File: config.mk
export PLATFORM = sky130hd
export DESIGN_NAME = dc_motor_position_seek_controller
export DESIGN_NICKNAME = d
export VERILOG_FILES = /design/src/sv/dcmps_pkg.sv /design/src/sv/dc_motor_position_seek_controller.sv /design/src/sv/dcmps_front.sv /design/src/sv/dcmps_queue.sv /design/src/sv/dcmps_back.sv
export VERILOG_INCLUDE_DIRS = /design/src /design/src/sv
export SDC_FILE = /design/constraint.sdc
export NUM_CORES = 1
export LEC_CHECK = 0
export ABC_AREA = 1
export BUFFER_PORTS_ARGS = -buffer_cell sky130_fd_sc_hd__buf_2
export CAP_MARGIN = 20
export CELL_PAD_IN_SITES_DETAIL_PLACEMENT = 1
export CELL_PAD_IN_SITES_GLOBAL_PLACEMENT = 1
export CORE_MARGIN = 10
export CORE_UTILIZATION = 46
export CTS_BUF_LIST = sky130_fd_sc_hd__clkbuf_4 sky130_fd_sc_hd__clkbuf_8 sky130_fd_sc_hd__clkbuf_16
export DETAILED_ROUTE_END_ITERATION = 12
export PLACE_DENSITY_LB_ADDON = 0.1
export RECOVER_POWER = 100
export SLEW_MARGIN = 20
export SYNTH_ARGS = -nofsm -noshare
export SYNTH_HDL_FRONTEND = slang
export SYNTH_HIERARCHICAL = 1
export SYNTH_SLANG_ARGS = --single-unit
File: constraint.sdc
create_clock -name i_clk -period 3.69 [get_ports i_clk]
set_input_delay 0.738 -clock i_clk [delete_from_list [all_inputs] [get_ports i_clk]]
set_output_delay 0.738 -clock i_clk [all_outputs]
set_load 0.05 [all_outputs]
File: src/sv/assert_macros.svh
// Assertion macros shared by the RTL of the position seek controller.
// Needs a clock named i_clk and an active-low synchronous reset i_rst_n in scope.
`ifndef ASSERT_MACROS_SVH
`define ASSERT_MACROS_SVH

// Checked at every rising edge outside reset.
`define ASSERT_CLK(label, prop, msg) \
    label: assert property (@(posedge i_clk) disable iff (!i_rst_n) (prop)) else $error(msg);

// Checked at every rising edge, reset included.
`define ASSERT_ALWAYS(label, prop, msg) \
    label: assert property (@(posedge i_clk) (prop)) else $error(msg);

`endif

File: src/sv/dcmps_pkg.sv
// Shared types and constants of the DC motor position seek controller.
// No dependencies; used by every module of the block.
package dcmps_pkg;

    // Command bytes
    localparam logic [7:0] CODE_VERSION  = 8'd0;
    localparam logic [7:0] CODE_RUN_FWD  = 8'd1;
    localparam logic [7:0] CODE_RUN_REV  = 8'd2;
    localparam logic [7:0] CODE_LOAD_POS = 8'd3;
    localparam logic [7:0] CODE_READ_POS = 8'd4;
    localparam logic [7:0] CODE_GOTO     = 8'd5;
    localparam logic [7:0] CODE_COAST    = 8'd6;

    // Classified operations passed from the front to the back
    localparam logic [3:0] OP_OPTO    = 4'd0;
    localparam logic [3:0] OP_VERSION = 4'd1;
    localparam logic [3:0] OP_FORWARD = 4'd2;
    localparam logic [3:0] OP_REVERSE = 4'd3;
    localparam logic [3:0] OP_SETPOS  = 4'd4;
    localparam logic [3:0] OP_GETPOS  = 4'd5;
    localparam logic [3:0] OP_SEEK    = 4'd6;
    localparam logic [3:0] OP_FREE    = 4'd7;
    localparam logic [3:0] OP_NOP     = 4'd8;

    // Configuration register indexes
    localparam int unsigned CFG_IDX_W = 2;
    localparam logic [CFG_IDX_W-1:0] REG_PWM_PERIOD   = 2'd0;
    localparam logic [CFG_IDX_W-1:0] REG_PRESCALE_SEL = 2'd1;

    localparam logic [7:0] PWM_PERIOD_RESET = 8'd255;
    localparam logic [7:0] FULL_SPEED_DUTY  = 8'd255;
    localparam logic [7:0] VERSION_LO       = 8'd0;
    localparam logic [7:0] VERSION_HI       = 8'd1;

    // Queue between front and back
    localparam int unsigned QUEUE_DEPTH = 4;
    localparam int unsigned QUEUE_AW    = $clog2(QUEUE_DEPTH);

    typedef struct packed {
        logic [3:0]  kind;
        logic [7:0]  speed;  // speed for drive commands and seek
        logic [15:0] word;   // new position or seek target
        logic        opto;
    } t_op;

endpackage

File: src/sv/dc_motor_position_seek_controller.sv
// Top level of the DC motor position seek controller.
// Depends on dcmps_pkg, dcmps_front, dcmps_queue and dcmps_back.
//
// Input channel: one beat is either an opto sample (i_func = 0) or a
// command packet (i_func = 1), taken when i_in_valid is high and
// o_in_stall is low. Every input beat gives exactly one output beat,
// offered on o_out_valid and taken when i_out_stall is low.
// Configuration channel: i_cfg_index selects pwm_period (0) or
// prescale_sel (1); o_cfg_ready is always high and writes are meant to be
// made while the block is idle. Writing pwm_period clears full speed.
// An accepted input beat is written into the queue and then executed into
// the output register; throughput is one beat per cycle while the output
// is not stalled; the execute stage updates the position and drive state.
// When the receiver stalls, the output register holds its beat and the
// four-entry queue absorbs further input beats; o_in_stall rises only
// once the queue is full.
// Reset (i_rst_n low, synchronous) clears the position, target, seek and
// drive state, sets pwm_period to 255 and prescale_sel to 0, and empties
// the queue and output register. No clearing pass is needed.
module dc_motor_position_seek_controller (
    input  logic                                i_clk,
    input  logic                                i_rst_n,
    input  logic                                i_in_valid,
    output logic                                o_in_stall,
    input  logic                                i_func,
    input  logic [7:0]                          i_cmd_code,
    input  logic [7:0]                          i_arg1,
    input  logic [7:0]                          i_arg2,
    input  logic [7:0]                          i_arg3,
    input  logic                                i_opto_level,
    input  logic                                i_cfg_valid,
    output logic                                o_cfg_ready,
    input  logic [dcmps_pkg::CFG_IDX_W-1:0]     i_cfg_index,
    input  logic [7:0]                          i_cfg_data,
    output logic                                o_out_valid,
    input  logic                                i_out_stall,
    output logic                                o_fwd_enable,
    output logic                                o_rev_enable,
    output logic [7:0]                          o_duty,
    output logic [7:0]                          o_period,
    output logic [1:0]                          o_prescale_out,
    output logic                                o_reply_valid,
    output logic [7:0]                          o_reply_lo,
    output logic [7:0]                          o_reply_hi,
    output logic                                o_seeking
);
    import dcmps_pkg::*;

    logic w_push;
    logic w_pop;
    logic w_full;
    logic w_empty;
    t_op  w_front_op;
    t_op  w_queue_op;

    assign o_in_stall  = w_full;
    assign o_cfg_ready = 1'b1;

    dcmps_front u_front (
        .i_in_valid   (i_in_valid),
        .i_full       (w_full),
        .i_func       (i_func),
        .i_cmd_code   (i_cmd_code),
        .i_arg1       (i_arg1),
        .i_arg2       (i_arg2),
        .i_arg3       (i_arg3),
        .i_opto_level (i_opto_level),
        .o_push       (w_push),
        .o_op         (w_front_op)
    );

    dcmps_queue u_queue (
        .i_clk   (i_clk),
        .i_rst_n (i_rst_n),
        .i_push  (w_push),
        .i_op    (w_front_op),
        .i_pop   (w_pop),
        .o_full  (w_full),
        .o_empty (w_empty),
        .o_op    (w_queue_op)
    );

    dcmps_back u_back (
        .i_clk          (i_clk),
        .i_rst_n        (i_rst_n),
        .i_empty        (w_empty),
        .i_op           (w_queue_op),
        .o_pop          (w_pop),
        .i_cfg_valid    (i_cfg_valid),
        .i_cfg_index    (i_cfg_index),
        .i_cfg_data     (i_cfg_data),
        .o_out_valid    (o_out_valid),
        .i_out_stall    (i_out_stall),
        .o_fwd_enable   (o_fwd_enable),
        .o_rev_enable   (o_rev_enable),
        .o_duty         (o_duty),
        .o_period       (o_period),
        .o_prescale_out (o_prescale_out),
        .o_reply_valid  (o_reply_valid),
        .o_reply_lo     (o_reply_lo),
        .o_reply_hi     (o_reply_hi),
        .o_seeking      (o_seeking)
    );

endmodule

File: src/sv/dcmps_front.sv
// Front end: accepts input beats and classifies them into operations.
// Depends on dcmps_pkg; feeds dcmps_queue.
module dcmps_front (
    input  logic             i_in_valid,
    input  logic             i_full,
    input  logic             i_func,
    input  logic [7:0]       i_cmd_code,
    input  logic [7:0]       i_arg1,
    input  logic [7:0]       i_arg2,
    input  logic [7:0]       i_arg3,
    input  logic             i_opto_level,
    output logic             o_push,
    output dcmps_pkg::t_op   o_op
);
    import dcmps_pkg::*;

    assign o_push = i_in_valid && !i_full;

    always_comb begin
        o_op.speed = i_arg1;
        o_op.opto  = i_opto_level;
        o_op.word  = {i_arg2, i_arg1};
        o_op.kind  = OP_NOP;
        if (!i_func) begin
            o_op.kind = OP_OPTO;
        end else begin
            unique case (i_cmd_code)
                CODE_VERSION:  o_op.kind = OP_VERSION;
                CODE_RUN_FWD:  o_op.kind = OP_FORWARD;
                CODE_RUN_REV:  o_op.kind = OP_REVERSE;
                CODE_LOAD_POS: o_op.kind = OP_SETPOS;
                CODE_READ_POS: o_op.kind = OP_GETPOS;
                CODE_GOTO: begin
                    o_op.kind = OP_SEEK;
                    o_op.word = {i_arg3, i_arg2};
                end
                CODE_COAST:    o_op.kind = OP_FREE;
                // Notify and unknown codes leave everything as it is.
                default:       o_op.kind = OP_NOP;
            endcase
        end
    end

endmodule

File: src/sv/dcmps_queue.sv
// Short queue of classified operations between the front and the back.
// Depends on dcmps_pkg and assert_macros.svh.
module dcmps_queue (
    input  logic           i_clk,
    input  logic           i_rst_n,
    input  logic           i_push,
    input  dcmps_pkg::t_op i_op,
    input  logic           i_pop,
    output logic           o_full,
    output logic           o_empty,
    output dcmps_pkg::t_op o_op
);
    import dcmps_pkg::*;
    `include "assert_macros.svh"

    t_op                 r_mem [QUEUE_DEPTH];
    logic [QUEUE_AW-1:0] r_wr_ptr;
    logic [QUEUE_AW-1:0] r_rd_ptr;
    logic [QUEUE_AW:0]   r_count;

    assign o_full  = (r_count == (QUEUE_AW+1)'(QUEUE_DEPTH));
    assign o_empty = (r_count == '0);
    assign o_op    = r_mem[r_rd_ptr];

    always_ff @(posedge i_clk) begin
        if (i_push) begin
            r_mem[r_wr_ptr] <= i_op;
        end
    end

    always_ff @(posedge i_clk) begin
        if (!i_rst_n) begin
            r_wr_ptr <= '0;
            r_rd_ptr <= '0;
            r_count  <= '0;
        end else begin
            if (i_push) begin
                r_wr_ptr <= r_wr_ptr + QUEUE_AW'(1);
            end
            if (i_pop) begin
                r_rd_ptr <= r_rd_ptr + QUEUE_AW'(1);
            end
            if (i_push && !i_pop) begin
                r_count <= r_count + (QUEUE_AW+1)'(1);
            end else if (!i_push && i_pop) begin
                r_count <= r_count - (QUEUE_AW+1)'(1);
            end
        end
    end

    `ASSERT_CLK(a_no_pop_empty, i_pop |-> !o_empty, "queue popped while empty")
    `ASSERT_CLK(a_no_push_full, o_full |-> !i_push, "queue pushed while full")
    `ASSERT_CLK(a_count_range, r_count <= (QUEUE_AW+1)'(QUEUE_DEPTH), "queue count overflow")

endmodule

File: src/sv/dcmps_back.sv
// Back end: carries out operations on the position and drive state and
// holds the result in an output register. Depends on dcmps_pkg and assert_macros.svh.
module dcmps_back (
    input  logic                                i_clk,
    input  logic                                i_rst_n,
    input  logic                                i_empty,
    input  dcmps_pkg::t_op                      i_op,
    output logic                                o_pop,
    input  logic                                i_cfg_valid,
    input  logic [dcmps_pkg::CFG_IDX_W-1:0]     i_cfg_index,
    input  logic [7:0]                          i_cfg_data,
    output logic                                o_out_valid,
    input  logic                                i_out_stall,
    output logic                                o_fwd_enable,
    output logic                                o_rev_enable,
    output logic [7:0]                          o_duty,
    output logic [7:0]                          o_period,
    output logic [1:0]                          o_prescale_out,
    output logic                                o_reply_valid,
    output logic [7:0]                          o_reply_lo,
    output logic [7:0]                          o_reply_hi,
    output logic                                o_seeking
);
    import dcmps_pkg::*;
    `include "assert_macros.svh"

    typedef struct packed {
        logic       fwd;
        logic       rev;
        logic [7:0] duty;
        logic       full;
        logic       dir;
    } t_drive;

    function automatic t_drive drive_calc(input logic [7:0] speed, input logic dir);
        t_drive d;
        d.fwd  = (speed != 8'd0) && !dir;
        d.rev  = (speed != 8'd0) && dir;
        d.duty = speed;
        d.full = (speed == FULL_SPEED_DUTY);
        d.dir  = dir;
        return d;
    endfunction

    // Configuration
    logic [7:0]  r_pwm_period;
    logic [1:0]  r_prescale;

    // Controller state
    logic [15:0] r_pos, n_pos;
    logic [15:0] r_target, n_target;
    logic [7:0]  r_seek_speed, n_seek_speed;
    logic        r_dir, n_dir;
    logic        r_last_opto, n_last_opto;
    logic        r_fwd, n_fwd;
    logic        r_rev, n_rev;
    logic [7:0]  r_duty, n_duty;
    logic        r_full, n_full;

    // Output register
    logic        r_out_valid;
    logic        r_o_fwd, r_o_rev, r_o_reply_valid, r_o_seeking;
    logic [7:0]  r_o_duty, r_o_period, r_o_reply_lo, r_o_reply_hi;
    logic [1:0]  r_o_prescale;

    logic        n_reply_valid;
    logic [7:0]  n_reply_lo, n_reply_hi;
    logic [15:0] w_step_pos;
    t_drive      w_drv;

    assign o_pop = !i_empty && (!r_out_valid || !i_out_stall);

    always_comb begin
        n_pos         = r_pos;
        n_target      = r_target;
        n_seek_speed  = r_seek_speed;
        n_dir         = r_dir;
        n_last_opto   = r_last_opto;
        n_fwd         = r_fwd;
        n_rev         = r_rev;
        n_duty        = r_duty;
        n_full        = r_full;
        n_reply_valid = 1'b0;
        n_reply_lo    = 8'd0;
        n_reply_hi    = 8'd0;
        w_step_pos    = r_dir ? (r_pos - 16'd1) : (r_pos + 16'd1);
        w_drv         = drive_calc(8'd0, 1'b0);

        unique case (i_op.kind) inside
            OP_OPTO: begin
                n_last_opto = i_op.opto;
                if (i_op.opto && !r_last_opto) begin
                    n_pos = w_step_pos;
                    // Arriving at the target ends the seek and cuts the drive.
                    if (r_seek_speed != 8'd0 && w_step_pos == r_target) begin
                        n_seek_speed = 8'd0;
                        n_fwd        = 1'b0;
                        n_rev        = 1'b0;
                        n_duty       = 8'd0;
                    end
                end
            end
            OP_VERSION: begin
                n_reply_valid = 1'b1;
                n_reply_lo    = VERSION_LO;
                n_reply_hi    = VERSION_HI;
            end
            OP_FORWARD, OP_REVERSE, OP_FREE: begin
                if (i_op.kind == OP_FREE) begin
                    w_drv = drive_calc(8'd0, 1'b0);
                end else begin
                    w_drv = drive_calc(i_op.speed, i_op.kind == OP_REVERSE);
                end
                {n_fwd, n_rev, n_duty, n_full, n_dir} = w_drv;
            end
            OP_SETPOS: n_pos = i_op.word;
            OP_GETPOS: begin
                n_reply_valid = 1'b1;
                n_reply_lo    = r_pos[7:0];
                n_reply_hi    = r_pos[15:8];
            end
            OP_SEEK: begin
                n_target = i_op.word;
                // A seek to where the motor already stands only stores the target.
                if (i_op.word != r_pos) begin
                    n_seek_speed = i_op.speed;
                    w_drv = drive_calc(i_op.speed, $signed(r_pos) > $signed(i_op.word));
                    {n_fwd, n_rev, n_duty, n_full, n_dir} = w_drv;
                end
            end
            default: ;
        endcase
    end

    always_ff @(posedge i_clk) begin
        if (!i_rst_n) begin
            r_pwm_period <= PWM_PERIOD_RESET;
            r_prescale   <= 2'd0;
            r_pos        <= 16'd0;
            r_target     <= 16'd0;
            r_seek_speed <= 8'd0;
            r_dir        <= 1'b0;
            r_last_opto  <= 1'b0;
            r_fwd        <= 1'b0;
            r_rev        <= 1'b0;
            r_duty       <= 8'd0;
            r_full       <= 1'b0;
            r_out_valid  <= 1'b0;
        end else begin
            if (o_pop) begin
                r_pos        <= n_pos;
                r_target     <= n_target;
                r_seek_speed <= n_seek_speed;
                r_dir        <= n_dir;
                r_last_opto  <= n_last_opto;
                r_fwd        <= n_fwd;
                r_rev        <= n_rev;
                r_duty       <= n_duty;
                r_full       <= n_full;
            end
            if (o_pop) begin
                r_out_valid <= 1'b1;
            end else if (!i_out_stall) begin
                r_out_valid <= 1'b0;
            end
            if (i_cfg_valid) begin
                case (i_cfg_index)
                    REG_PWM_PERIOD: begin
                        r_pwm_period <= i_cfg_data;
                        r_full       <= 1'b0;
                    end
                    REG_PRESCALE_SEL: r_prescale <= i_cfg_data[1:0];
                    default: ;
                endcase
            end
        end
    end

    always_ff @(posedge i_clk) begin
        if (o_pop) begin
            r_o_fwd         <= n_fwd;
            r_o_rev         <= n_rev;
            r_o_duty        <= n_duty;
            r_o_period      <= n_full ? 8'd0 : r_pwm_period;
            r_o_prescale    <= r_prescale;
            r_o_reply_valid <= n_reply_valid;
            r_o_reply_lo    <= n_reply_lo;
            r_o_reply_hi    <= n_reply_hi;
            r_o_seeking     <= (n_seek_speed != 8'd0);
        end
    end

    assign o_out_valid    = r_out_valid;
    assign o_fwd_enable   = r_o_fwd;
    assign o_rev_enable   = r_o_rev;
    assign o_duty         = r_o_duty;
    assign o_period       = r_o_period;
    assign o_prescale_out = r_o_prescale;
    assign o_reply_valid  = r_o_reply_valid;
    assign o_reply_lo     = r_o_reply_lo;
    assign o_reply_hi     = r_o_reply_hi;
    assign o_seeking      = r_o_seeking;

    `ASSERT_CLK(a_one_enable, !(r_fwd && r_rev), "both bridge enables set")
    `ASSERT_CLK(a_enable_duty, (r_fwd || r_rev) == (r_duty != 8'd0), "enable and duty disagree")
    `ASSERT_CLK(a_reply_zero, (r_out_valid && !r_o_reply_valid) |-> (r_o_reply_lo == 8'd0 && r_o_reply_hi == 8'd0), "reply bytes set without a reply")

endmodule
# Word level (Yosys, flattened, before mapping)

Memories as Yosys holds them, arrays and structs flattened. A register that Yosys moved wholly into a read port is not among the register bits.
Cells that the tools add are included.

Register bits after elaboration: 109
RAM bits: 116
Input port bits: 49
Output and inout bits: 41
Logic and storage cells: 132
Memories: 1

Memories:

| memory        | words | width | rd ports | clocked after memory_dff | wr ports | line              | RTL |
|---|---|---|---|---|---|---|---|
| u_queue.r_mem | 4     | 29    | 1        | 1                        | 1        | dcmps_queue.sv:16 | `t_op r_mem [QUEUE_DEPTH];` |

Add/sub/neg operators: 6
Magnitude comparators: 1
Equal/unequal tests: 21
Mux-type cells: 41
Reduce and logical (&&, ||, !) cells: 38

Operators by type and width:

| operator                                            | count |
|---|---|
| 2-to-1 mux 16 bit                                   | 4 |
| 2-to-1 mux 8 bit                                    | 6 |
| case mux 16 bit (2 select lines)                    | 1 |
| case mux 8 bit (2 select lines)                     | 2 |
| case mux 4 bit (7 select lines)                     | 1 |
| equality test 8 x 3 -> 1 bit, second input constant | 3 |
| case mux 8 bit (3 select lines)                     | 1 |
| nonzero test 8 bit                                  | 3 |
| adder 16 x 1 -> 16 bit, second input constant       | 1 |
| equality test 16 bit                                | 1 |
| equality test 4 x 3 -> 1 bit, second input constant | 4 |
| equality test 8 x 2 -> 1 bit, second input constant | 2 |
| > comparator 16 bit                                 | 1 |
| 2-to-1 mux 1 bit                                    | 16 |
| != test 16 bit                                      | 1 |
| subtractor 16 x 1 -> 16 bit, second input constant  | 1 |
| 2-to-1 mux 12 bit                                   | 1 |
| logical AND 1 bit                                   | 10 |
| logical NOT 1 bit                                   | 9 |
| equality test 4 x 2 -> 1 bit, second input constant | 2 |
| equality test 8 x 1 -> 1 bit, second input constant | 1 |
| equality test 8 bit, second input constant          | 1 |
| logical NOT 8 bit                                   | 1 |
| AND reduction 2 bit                                 | 4 |
| other kinds (21)                                    | 30 |

# Logic depth before layout (Yosys ltp)

Gate-level depths: netlist (run 1).

Word-level depth: 8
Gate-level depth with buffers: 21
Depth with buffers taken out: 19

# Modules after synthesis

The synthesis (run 1) kept the hierarchy.

By module, submodules not included:

| module                            | times used | cells an instance | area an instance (um2) |
|---|---|---|---|
| dcmps_back                        | 1          | 891               | 6312.3 |
| dcmps_queue                       | 1          | 339               | 4897.2 |
| dcmps_front                       | 1          | 92                | 457.9 |
| dc_motor_position_seek_controller | 1          | 2                 | 11.3 |

# Worst setup path after synthesis (run 1)

OpenSTA, ideal clock, no wires.

Kind: register to register
From: register u_queue.r_count[1]
To: register u_queue.r_count[1]
Library setup time: 116 ps
Data arrival time: 2746 ps
Data required time: 3574 ps
Path slack: 828 ps
Stages on the path, launching flop included: 8
Path buffers: 0
Period minus slack after synthesis: 2862 ps
Path through: dfxtp_1 > nor3_1 > nor2_1 > ha_1 > inv_1 > fa_1 > o21ai_0 > nor2_1

Cells in the longest elaborated chain, start to end: 6
Elaborated cells on any way between the ends: 15
Classes of those cells: add/sub: 2; eq/ne: 1; mux: 2; reduce/logical: 10

Ends and longest elaborated chain:

| item                                | line                                    | RTL |
|---|---|---|
| start: declaration                  | dcmps_queue.sv:19                       | `logic [QUEUE_AW:0] r_count;` |
| start signal: assignment            | dcmps_queue.sv:44                       | `r_count <= r_count + (QUEUE_AW+1)'(1);` |
| start signal: assignment            | dcmps_queue.sv:46                       | `r_count <= r_count - (QUEUE_AW+1)'(1);` |
| equality test 3 bit (*)             | dcmps_queue.sv:21                       | `assign o_full = (r_count == (QUEUE_AW+1)'(QUEUE_DEPTH));` |
| named net o_in_stall                | dc_motor_position_seek_controller.sv:24 | `output logic o_in_stall,` |
| logical NOT 1 bit (*)               | dcmps_front.sv:17                       | `assign o_push = i_in_valid && !i_full;` |
| logical AND 1 bit (*)               | dcmps_front.sv:17                       |  |
| named net w_push                    | dc_motor_position_seek_controller.sv:49 | `logic w_push;` |
| logical NOT 1 bit                   | dcmps_queue.sv:45                       | `end else if (!i_push && i_pop) begin` |
| logical AND 1 bit                   | dcmps_queue.sv:45                       |  |
| nonzero test 2 bit (no source line) | -                                       |  |

Mark *: on every way through the listed nets, which the timed path passes. The rest lies on a longest branch. The select of a mux whose other input is x is not followed.
A chain may end at the register's enable or synchronous reset.

==> results of run 1 <==
-- cell families after synthesis --
logic type      share of synthesized area
compound gates                      0.139
xor+xnor                          0.00675
fa+ha+maj                          0.0409
buf+inv                            0.0858
flops                               0.521
other cells                      0.000321
simple gates                        0.206
-- area by class of cell --
class | instances | area (µm²) | share of cell area
flip-flops and latches | 227 | 6090 | 0.462
multi-input cells | 860 | 4590 | 0.349
clock buffers | 35 | 732 | 0.0556
inverters | 180 | 678 | 0.0515
repair buffers | 110 | 533 | 0.0405
well taps | 330 | 413 | 0.0313
clock inverters | 11 | 139 | 0.0105
-- through the flow --
stage / setup slack [ps] / hold WS, ps / utilization / cells
global route: 38.9 / 432 / 0.525 / 1753
floorplan: 828 / 403 / - / 1324
CTS: 405 / 412 / 0.529 / 1753
global placement: 467 / 410 / 0.494 / 1707
finish: 339 / 423 / 0.525 / 1753
detailed placement: 371 / 411 / 0.494 / 1707
-- registers in the layout, indices dropped and copies added (netlist names), 2 cells and up, named ones only --
name and flops:
u_back/r_target 16, u_back/r_pos 16, u_back/r_seek_speed 8, u_back/o_duty 8, u_queue/r_count 3, u_queue/r_mem 116
u_back/o_reply_lo 8, u_back/o_reply_hi 8, u_queue/r_rd_ptr 2, u_queue/r_wr_ptr 2, u_back/r_pwm_period 8, u_back/r_duty 8
u_back/r_prescale 2, u_back/o_prescale_out 2, u_back/o_period 8
-- cells in the mapped netlist (all sizes together), types with 2 or more instances --
library cell	number
and3	2
dfxtp	73
nand3b	4
nand3	88
o221a	2
nor4	4
a221oi	11
clkinv	2
xor2	4
clkbuf	27
nand4	16
o22ai	29
nor2	171
nor3	10
nand2	241
a21oi	84
o21a	4
inv	178
o211ai	8
and2	3
fa	2
edfxtp	154
ha	35
a211oi	4
buf	30
o21ai	125
xnor2	5
-- what timing repair did --
action	CTS	global route
setup endpoints to repair	0	1
resized for setup	0	3
setup buffers	0	0
-- worst paths after layout --
| path | from | end | slack (ps) | cells after the start |
|---|---|---|---|---|
| max reg2reg | flop | u_back/o_period[2]$_SDFFCE_PP0P_ | 340 | 15 |
| min reg2reg | u_back/r_prescale[0]$_SDFFE_PN0P_ | u_back/o_prescale_out[0]$_DFFE_PP_ | 420 | 0 |
| max | flop | u_back/o_period[2]$_SDFFCE_PP0P_ | 340 | 15 |
| min | u_back/r_prescale[0]$_SDFFE_PN0P_ | u_back/o_prescale_out[0]$_DFFE_PP_ | 420 | 0 |
-- layer usage --
layer | global-route usage | vias to the layer above | share of wire
met5 | 0 | - | 0
met4 | 0.0502 | 0 | 0.020
met3 | 0.0337 | 45 | 0.050
met2 | 0.334 | 188 | 0.46
met1 | 0.275 | 4568 | 0.47
li1 | - | 4619 | -
-- power by group through the flow --
stage,clock network [mW],registers [mW],logic [mW]
after floorplan,0,4.37,2.97
after global placement,0,3.75,4.89
after detailed placement,0,3.77,5.02
after CTS,2.69,3.72,5.07
after global routing,2.79,3.81,5.57
final,2.63,3.75,4.99
==> results.py, run 1 <==
metrics = {
    "pwr": {
        "cellPowerDensity_nw_per_um2": 863,
        "p_switching_mw": 5.00,
        "power.share.combinational": 0.439,
        "pwr-share-seq": 0.330,
        "power_mw": 11.4,
        "ir_worst_vdd_mv": 0.563,
        "switching_share": 0.440,
        "power_leakage_nw": 5.55,
        "clkPwrFrac": 0.231,
        "p_int_mw": 6.37,
    },
    "yosys": {
        "synth_top_area_share": 0.396,
        "syn_inst": 1324,
        "yosysTopAreaCell": "edfxtp_1",
        "yosys_warnings": 6,
        "synthTopCellsByArea": "edfxtp_1 (40%), dfxtp_1 (13%), nand2_1 (7.5%)",
        "synth_edf_count": 154,
        "syn-num-nets": 1410,
        "syn_area_um2": 11700,
        "ys.flop_type": "edfxtp_1",
        "syn_avg_cell_area_um2": 8.82,
        "synthArstFlopShare": 0,
        "ys_seq_area_frac": 0.521,
        "ys_types": 49,
        "ys_ff_latch": 227,
    },
    "timing": {
        "setup_viol": 0,
        "fin_skew_ps": 15.6,
        "fin_setup_tns_ps": 0,
        "finalCritPeriodShare": 0.908,
        "maxSlewViolCount": 229,
        "period_needed_ps": 3350,
        "fmax_ghz": 0.298,
        "rsz0062_at_grt": "no",
        "slew_headroom": -0.343,
        "tightest_slew_ps": 2010,
        "hold_viol": 0,
    },
    "die": {
        "initial_core_util": 0.465,
        "die_width_um": 179,
        "core_um2": 25100,
        "die_h_um": 179,
        "core.rowCount": 58,
        "ios": 90,
        "die_area_um2": 32200,
    },
    "layout": {
        "final_cell_mix": "nand2_1 (234), inv_1 (172), edfxtp_1 (154)",
        "final_net_count": 1490,
        "drive_gt1_frac": 0.122,
        "antennaDiodeCount": 0,
        "layout.cells.most_common": "nand2_1",
        "postLayoutCellArea_um2": 13200,
        "area_delta_synth_final_pct": 12.8,
        "n_fill_cell": 2994,
    },
    "worst_hold_path": {
        "hold_path_class": "reg2reg",
    },
    "grt": {
        "track_usage": 0.203,
        "grt-ovfl-total": 0,
        "grt_max_degree": 70,
        "grt_pass1_wl_um": 52500,
        "grt_pass1_vias": 9834,
        "grt_antenna_before_repair": 0,
    },
    "critical_path": {
        "slowest_stage": "dfxtp_1",
        "criticalPathCategory": "reg2reg",
        "critical_path.top_delay_family": "compound AO/OA/AOI/OAI gates",
        "worstPathArrival_ps": 3620,
        "crit_fanout": 27,
        "path_cells": "buf_4, o21ai_0, o22ai_2, inv_1, ha_1, nand2_1, nor2_1, nand2_1, nor3_1, inv_2, nor2_1, inv_1, a21oi_1, a31o_1, nor2_1",
        "start_kind": "flop",
        "cp.required_ps": 3960,
        "cpPeakStageDelay_ps": 380,
        "path_buf_inv": 4,
        "crit_path_frequent_cell": "nor2_1",
        "endpoint_kind": "flop",
    },
    "clock_network": {
        "cts.path.max_buffers": 3,
        "root_buffer": "clkbuf_16",
        "clock_latency_ps": 530,
        "cts_tree": "built",
        "cts_htree_levels": 1,
        "clk_pin_slew_ps": 60,
        "clock-sinks": 227,
        "holdBufCountCts": 0,
        "cts_buffers": 25,
    },
    "detailed_routing": {
        "drt-pass1-iter-count": 5,
        "wirelength_um": 32800,
        "vias": 9420,
        "drt_iter0_markers": 581,
        "remaining_drc_errors": 0,
        "wire_per_inst_um": 18.7,
        "avgViaCountPerCell": 5.37,
        "antenna_left": 0,
    },
    "placement": {
        "numPortBuffers": 88,
        "place_congestion": 0.846,
        "place_area_um2": 12400,
        "hpwl_um": 23400,
    },
    "outcome": {
        "violations": "capacitance limit, slew limit",
        "status": "complete, but fails checks",
    },
    "job": {
        "max_cap_viol_count": 6,
    },
}
Note: power is estimated with default switching activity, not from simulation.
==> inputs of run 2 (changes only) <==
--- a/config.mk
+++ b/config.mk
@@ -11,6 +11,7 @@
 export CAP_MARGIN = 20
 export CELL_PAD_IN_SITES_DETAIL_PLACEMENT = 1
 export CELL_PAD_IN_SITES_GLOBAL_PLACEMENT = 1
+export CORE_ASPECT_RATIO = 1.2
 export CORE_MARGIN = 10
 export CORE_UTILIZATION = 46
 export CTS_BUF_LIST = sky130_fd_sc_hd__clkbuf_4 sky130_fd_sc_hd__clkbuf_8 sky130_fd_sc_hd__clkbuf_16
==> run 2 against run 1 <==
  * The run still ends with capacitance limit, slew limit left
  * Clock power down 4%
  * Maximum frequency down 0.33%
  * Global-route usage down 0.58 points
  * Non-clock buffer count unchanged
  * Routed wire length down 2.0%
  * Sequential power about the same
  * Combinational power about the same
  * Critical path depth up 3
  * Hold slack better by 4.0 ps
  * Power down 1.2%
  * Sequential cell count unchanged
  * Design area down 0.27%
  * Critical path type unchanged
==> results.py, run 2 (synthesis gave the netlist of run 1 again) <==
metrics = {
    "outcome": {
        "status": "complete, but fails checks",
        "violations": "capacitance limit, slew limit",
    },
    "detailed_routing": {
        "remaining_drc_errors": 0,
        "vias": 9378,
        "drt-pass1-iter-count": 5,
        "antenna_left": 0,
        "drt_iter0_markers": 687,
        "wirelength_um": 32200,
        "wire_per_inst_um": 18.4,
        "avgViaCountPerCell": 5.36,
    },
    "timing": {
        "slew_headroom": -0.243,
        "tightest_slew_ps": 1860,
        "fin_setup_tns_ps": 0,
        "hold_viol": 0,
        "fmax_ghz": 0.297,
        "fin_skew_ps": 19.1,
        "setup_viol": 0,
        "finalCritPeriodShare": 0.911,
        "period_needed_ps": 3360,
        "maxSlewViolCount": 214,
        "rsz0062_at_grt": "no",
    },
    "critical_path": {
        "start_kind": "flop",
        "path_cells": "inv_1, fa_1, inv_1, nand3_1, nand2_1, nand3_1, nand4_1, nand2_1, nand2_1, nand2_1, nor2_1, nand2_1, nor2_2, nand2_4, a21oi_1, nand2_1, nor2_1, nand2_1",
        "crit_path_end": "u_back/o_seeking$_DFFE_PP_",
        "r2r_cells": 18,
        "endpoint_kind": "flop",
        "criticalPathCategory": "reg2reg",
        "worstPathArrival_ps": 3650,
        "critical_path_depth": 18,
        "worst-r2r-setup-slack_ps": 330,
        "critical_path.top_delay_family": "simple AND/OR/NAND/NOR gates",
        "reg2reg_to": "u_back/o_seeking$_DFFE_PP_",
        "path_buf_inv": 2,
        "r2r-start": "u_back/r_pos[0]$_SDFFE_PN0P_",
        "cpPeakStageDelay_ps": 510,
        "cp.required_ps": 3980,
        "critPathLaunch": "u_back/r_pos[0]$_SDFFE_PN0P_",
        "crit_path_frequent_cell": "nand2_1",
        "crit_fanout": 18,
        "slowest_stage": "fa_1",
    },
    "pwr": {
        "power.share.combinational": 0.443,
        "p_switching_mw": 5.00,
        "ir_worst_vdd_mv": 0.424,
        "cellPowerDensity_nw_per_um2": 855,
        "p_int_mw": 6.24,
        "clkPwrFrac": 0.224,
        "pwr-share-seq": 0.333,
        "power_leakage_nw": 5.52,
        "switching_share": 0.445,
    },
    "layout": {
        "largest_register_ffs": 116,
        "antennaDiodeCount": 0,
        "final_net_count": 1490,
        "area_delta_synth_final_pct": 12.5,
        "final_cell_mix": "nand2_1 (234), inv_1 (171), edfxtp_1 (154)",
        "layout.cells.most_common": "nand2_1",
        "reg_top3": "u_queue/r_mem: 116 flops, u_back/r_pos: 16 flops, u_back/r_target: 16 flops",
        "postLayoutCellArea_um2": 13100,
        "n_fill_cell": 2965,
        "largest_register": "u_queue/r_mem",
        "drive_gt1_frac": 0.124,
        "stdcell_count": 1748,
    },
    "clock_network": {
        "clock_latency_ps": 530,
        "cts_htree_levels": 1,
        "cts_buffers": 25,
        "root_buffer": "clkbuf_16",
        "clk_pin_slew_ps": 60,
        "cts_setup_buffers": 0,
        "cts_tree": "built",
        "clock-sinks": 227,
        "cts.path.max_buffers": 3,
        "holdBufCountCts": 0,
    },
    "placement": {
        "place_congestion": 0.860,
        "placed_cells": 1702,
        "place_area_um2": 12400,
        "numPortBuffers": 88,
        "hpwl_um": 23300,
    },
    "die": {
        "core_um2": 24800,
        "die_width_um": 165,
        "die_h_um": 195,
        "initial_core_util": 0.470,
        "die_area_um2": 32200,
        "ios": 90,
        "core.rowCount": 63,
    },
    "grt": {
        "grt-ovfl-total": 0,
        "track_usage": 0.198,
        "grt_max_degree": 70,
        "grt_pass1_vias": 9949,
        "grt_antenna_before_repair": 0,
        "grt_pass1_wl_um": 52100,
    },
    "job": {
        "max_cap_viol_count": 6,
    },
    "worst_hold_path": {
        "hold_path_class": "reg2reg",
    },
}
run 2: cell count changes in the layout (fill, tap and decap cells not counted), sizes merged:
cell	change
clkbuf	-3
inv	+1
buf	-1
clkinvlp	+2
clkinv	+2
bufinv	-1
run 2: power groups by stage:
stage | clock network, mW | logic [mW] | registers [mW]
after floorplan | 0 | 2.97 | 4.37
after global placement | 0 | 4.89 | 3.74
after detailed placement | 0 | 5.03 | 3.76
after CTS | 2.58 | 5.07 | 3.72
after global routing | 2.68 | 5.57 | 3.81
final | 2.52 | 4.98 | 3.74
run 2: timing repair:
item,4_1_cts,5_1_grt
resized for setup,0,3
hold endpoints to repair,0,0
setup endpoints to repair,0,20
run 2: through the flow:
stage | util | setup WS (ps) | power, mW | hold WS (ps)
finish | 0.529 | 328 | 11.2 | 427
global route | 0.529 | 48.3 | 12.1 | 424
CTS | 0.533 | 134 | 11.4 | 403
detailed placement | 0.500 | 161 | 8.79 | 412
global placement | 0.500 | 357 | 8.63 | 411
floorplan | - | 828 | 7.34 | 403
run 2: final cells by class:
| cell class | count | area, µm² | share of cell area |
|---|---|---|---|
| sequential | 227 | 6090 | 0.463 |
| clock buffer | 31 | 683 | 0.0520 |
| tap | 325 | 407 | 0.0309 |
| inverter | 180 | 676 | 0.0514 |
| timing repair buffer | 110 | 543 | 0.0413 |
| multi-input combinational | 860 | 4600 | 0.350 |
| clock inverter | 15 | 146 | 0.0111 |
run 2: worst min-delay path by stage:
| stage | start | to | slack [ps] | cells after the start |
|---|---|---|---|---|
| finish | u_back/r_prescale[0]$_SDFFE_PN0P_ | u_back/o_prescale_out[0]$_DFFE_PP_ | 430 | 0 |
| global route | i_cfg_data[1] | u_back/r_pwm_period[1]$_SDFFE_PN1P_ | 420 | 3 |
| CTS | i_cfg_data[7] | u_back/r_pwm_period[7]$_SDFFE_PN1P_ | 400 | 3 |
| detailed placement | u_back/r_prescale[0]$_SDFFE_PN0P_ | u_back/o_prescale_out[0]$_DFFE_PP_ | 410 | 0 |
| global placement | u_back/r_prescale[1]$_SDFFE_PN0P_ | u_back/o_prescale_out[1]$_DFFE_PP_ | 410 | 0 |
| floorplan | u_back/r_prescale[0]$_SDFFE_PN0P_ | u_back/o_prescale_out[0]$_DFFE_PP_ | 400 | 0 |
run 2: layer usage:
layer	wire [µm]	vias up	GRT usage
li1	-	4620	-
met1	14800	4570	0.258
met2	15600	150	0.339
met3	1200	38	0.0264
met4	534	0	0.0412
met5	0	-	0
==> inputs of run 3 (changes only) <==
--- a/config.mk
+++ b/config.mk
@@ -14,7 +14,7 @@
 export CORE_ASPECT_RATIO = 1.2
 export CORE_MARGIN = 10
 export CORE_UTILIZATION = 46
-export CTS_BUF_LIST = sky130_fd_sc_hd__clkbuf_4 sky130_fd_sc_hd__clkbuf_8 sky130_fd_sc_hd__clkbuf_16
+export CTS_BUF_LIST = sky130_fd_sc_hd__clkbuf_16
 export DETAILED_ROUTE_END_ITERATION = 12
 export PLACE_DENSITY_LB_ADDON = 0.1
 export RECOVER_POWER = 100
==> run 3 against run 2 <==
  * The run still ends with capacitance limit, slew limit left
  * Critical endpoint unchanged
  * Power decreased by 0.77%
  * Highest routed layer unchanged
  * Clock power decreased by 3%
  * Sequential share of layout area increased by 0.12 points
  * Combinational power about the same
  * Register-to-register slack about the same
  * Routed wire length increased by 0.12%
  * Via count unchanged
  * Non-clock buffer count unchanged
==> results.py, run 3 (synthesis gave the netlist of run 1 again) <==
metrics = {
    "die": {
        "die_width_um": 165,
        "die_area_um2": 32200,
        "die_h_um": 195,
        "ios": 90,
        "core.rowCount": 63,
        "core_um2": 24800,
        "initial_core_util": 0.470,
    },
    "timing": {
        "fmax_ghz": 0.298,
        "hold_viol": 0,
        "setup_viol": 0,
        "fin_skew_ps": 19.6,
        "slew_headroom": -0.237,
        "period_needed_ps": 3360,
        "rsz0062_at_grt": "no",
        "tightest_slew_ps": 1860,
        "finalCritPeriodShare": 0.909,
        "holdWs_ps": 425,
        "maxSlewViolCount": 214,
        "fin_setup_tns_ps": 0,
        "setup_ws_ps": 334,
    },
    "worst_hold_path": {
        "hold_path_class": "in2reg",
    },
    "critical_path": {
        "worstPathArrival_ps": 3650,
        "crit_fanout": 18,
        "start_kind": "flop",
        "path_buf_inv": 2,
        "path_cells": "inv_1, fa_1, inv_1, nand3_1, nand2_1, nand3_1, nand4_1, nand2_1, nand2_1, nand2_1, nor2_1, nand2_1, nor2_2, nand2_4, a21oi_1, nand2_1, nor2_1, nand2_1",
        "worst-r2r-setup-slack_ps": 330,
        "critical_path.top_delay_family": "simple AND/OR/NAND/NOR gates",
        "slowest_stage": "fa_1",
        "cp.required_ps": 3980,
        "criticalPathCategory": "reg2reg",
        "cpPeakStageDelay_ps": 510,
        "crit_path_frequent_cell": "nand2_1",
        "endpoint_kind": "flop",
    },
    "detailed_routing": {
        "vias": 9378,
        "wire_per_inst_um": 18.4,
        "wirelength_um": 32200,
        "highest_layer": "met4",
        "wl_met2_um": 15600,
        "avgViaCountPerCell": 5.36,
        "remaining_drc_errors": 0,
        "drt_iter0_markers": 647,
        "drt-pass1-iter-count": 4,
        "antenna_left": 0,
        "wl_met1_um": 14800,
        "dr_wl_met3_um": 1280,
    },
    "clock_network": {
        "cts_htree_levels": 1,
        "holdBufCountCts": 0,
        "clock-sinks": 227,
        "clk_pin_slew_ps": 60,
        "cts_buffers": 25,
        "cts_setup_buffers": 0,
        "cts.path.max_buffers": 3,
        "clock_latency_ps": 530,
        "root_buffer": "clkbuf_16",
        "cts_tree": "built",
    },
    "grt": {
        "grt_max_degree": 70,
        "grt-ovfl-total": 0,
        "grt_pass1_vias": 9948,
        "grt_antenna_before_repair": 0,
        "track_usage": 0.198,
        "grt_pass1_wl_um": 52100,
    },
    "placement": {
        "placed_cells": 1702,
        "place_area_um2": 12400,
        "place_congestion": 0.860,
        "dp_slack_ps": 161,
        "numPortBuffers": 88,
        "hpwl_um": 23300,
    },
    "pwr": {
        "power_mw": 11.2,
        "cellPowerDensity_nw_per_um2": 851,
        "power_leakage_nw": 5.51,
        "ir_worst_vdd_mv": 0.418,
    },
    "layout": {
        "stdcell_count": 1748,
        "drive_gt1_frac": 0.120,
        "largest_register_ffs": 116,
        "fin_util": 0.528,
        "largest_register": "u_queue/r_mem",
        "layout.cells.most_common": "nand2_1",
        "area_delta_synth_final_pct": 12.2,
        "reg_top3": "u_queue/r_mem: 116 flops, u_back/r_pos: 16 flops, u_back/r_target: 16 flops",
        "postLayoutCellArea_um2": 13100,
        "final_net_count": 1490,
        "antennaDiodeCount": 0,
        "final_cell_mix": "nand2_1 (234), inv_1 (175), edfxtp_1 (154)",
    },
    "outcome": {
        "status": "complete, but fails checks",
        "violations": "capacitance limit, slew limit",
    },
    "job": {
        "max_cap_viol_count": 6,
    },
}
run 3: cell types whose count changed in the layout (fill, tap and decap cells not counted), sizes merged:
cell | previous run | this run
clkbuf | 88 | 82
inv | 181 | 185
clkinv | 9 | 11
run 3: path summary, 6_finish.rpt:
path                                      from                             endpoint  cells after the start
max               u_back/r_pos[0]$_SDFFE_PN0P_           u_back/o_seeking$_DFFE_PP_                     18
min                              i_cfg_data[7]  u_back/r_pwm_period[7]$_SDFFE_PN1P_                      3
max reg2reg       u_back/r_pos[0]$_SDFFE_PN0P_           u_back/o_seeking$_DFFE_PP_                     18
min reg2reg  u_back/r_prescale[0]$_SDFFE_PN0P_   u_back/o_prescale_out[0]$_DFFE_PP_                      0
run 3: layer usage:
| metal | GRT usage | vias to the layer above |
|---|---|---|
| li1 | - | 4623 |
| met1 | 0.258 | 4559 |
| met2 | 0.340 | 158 |
| met3 | 0.0264 | 38 |
| met4 | 0.0412 | 0 |
| met5 | 0 | - |
run 3: cell type report:
class	instances	area, µm²
Fill cell	2964	11700
Inverter	180	676
Clock inverter	21	169
Timing Repair Buffer	110	543
Sequential cell	227	6090
Multi-Input combinational cell	860	4600
Tap cell	325	407
Clock buffer	25	626
run 3: repair_timing:
| action | CTS | global route |
|---|---|---|
| hold endpoints to repair | 0 | 0 |
| gates resized for setup | 0 | 3 |
| setup endpoints to repair | 0 | 20 |
run 3: power breakdown:
part | total, mW | switching [mW] | internal [mW] | leakage, nW
registers | 3.73 | 0.325 | 3.41 | 2.02
clock network | 2.44 | 1.05 | 1.38 | 0.400
logic | 4.98 | 3.62 | 1.36 | 3.09
total | 11.2 | 4.99 | 6.16 | 5.51
run 3: worst min-delay path: cells and delay by family:
| family | cells | cell delay (ps) |
|---|---|---|
| buf+inv | 1 | 80 |
| simple gates | 1 | 40 |
| compound gates | 1 | 60 |
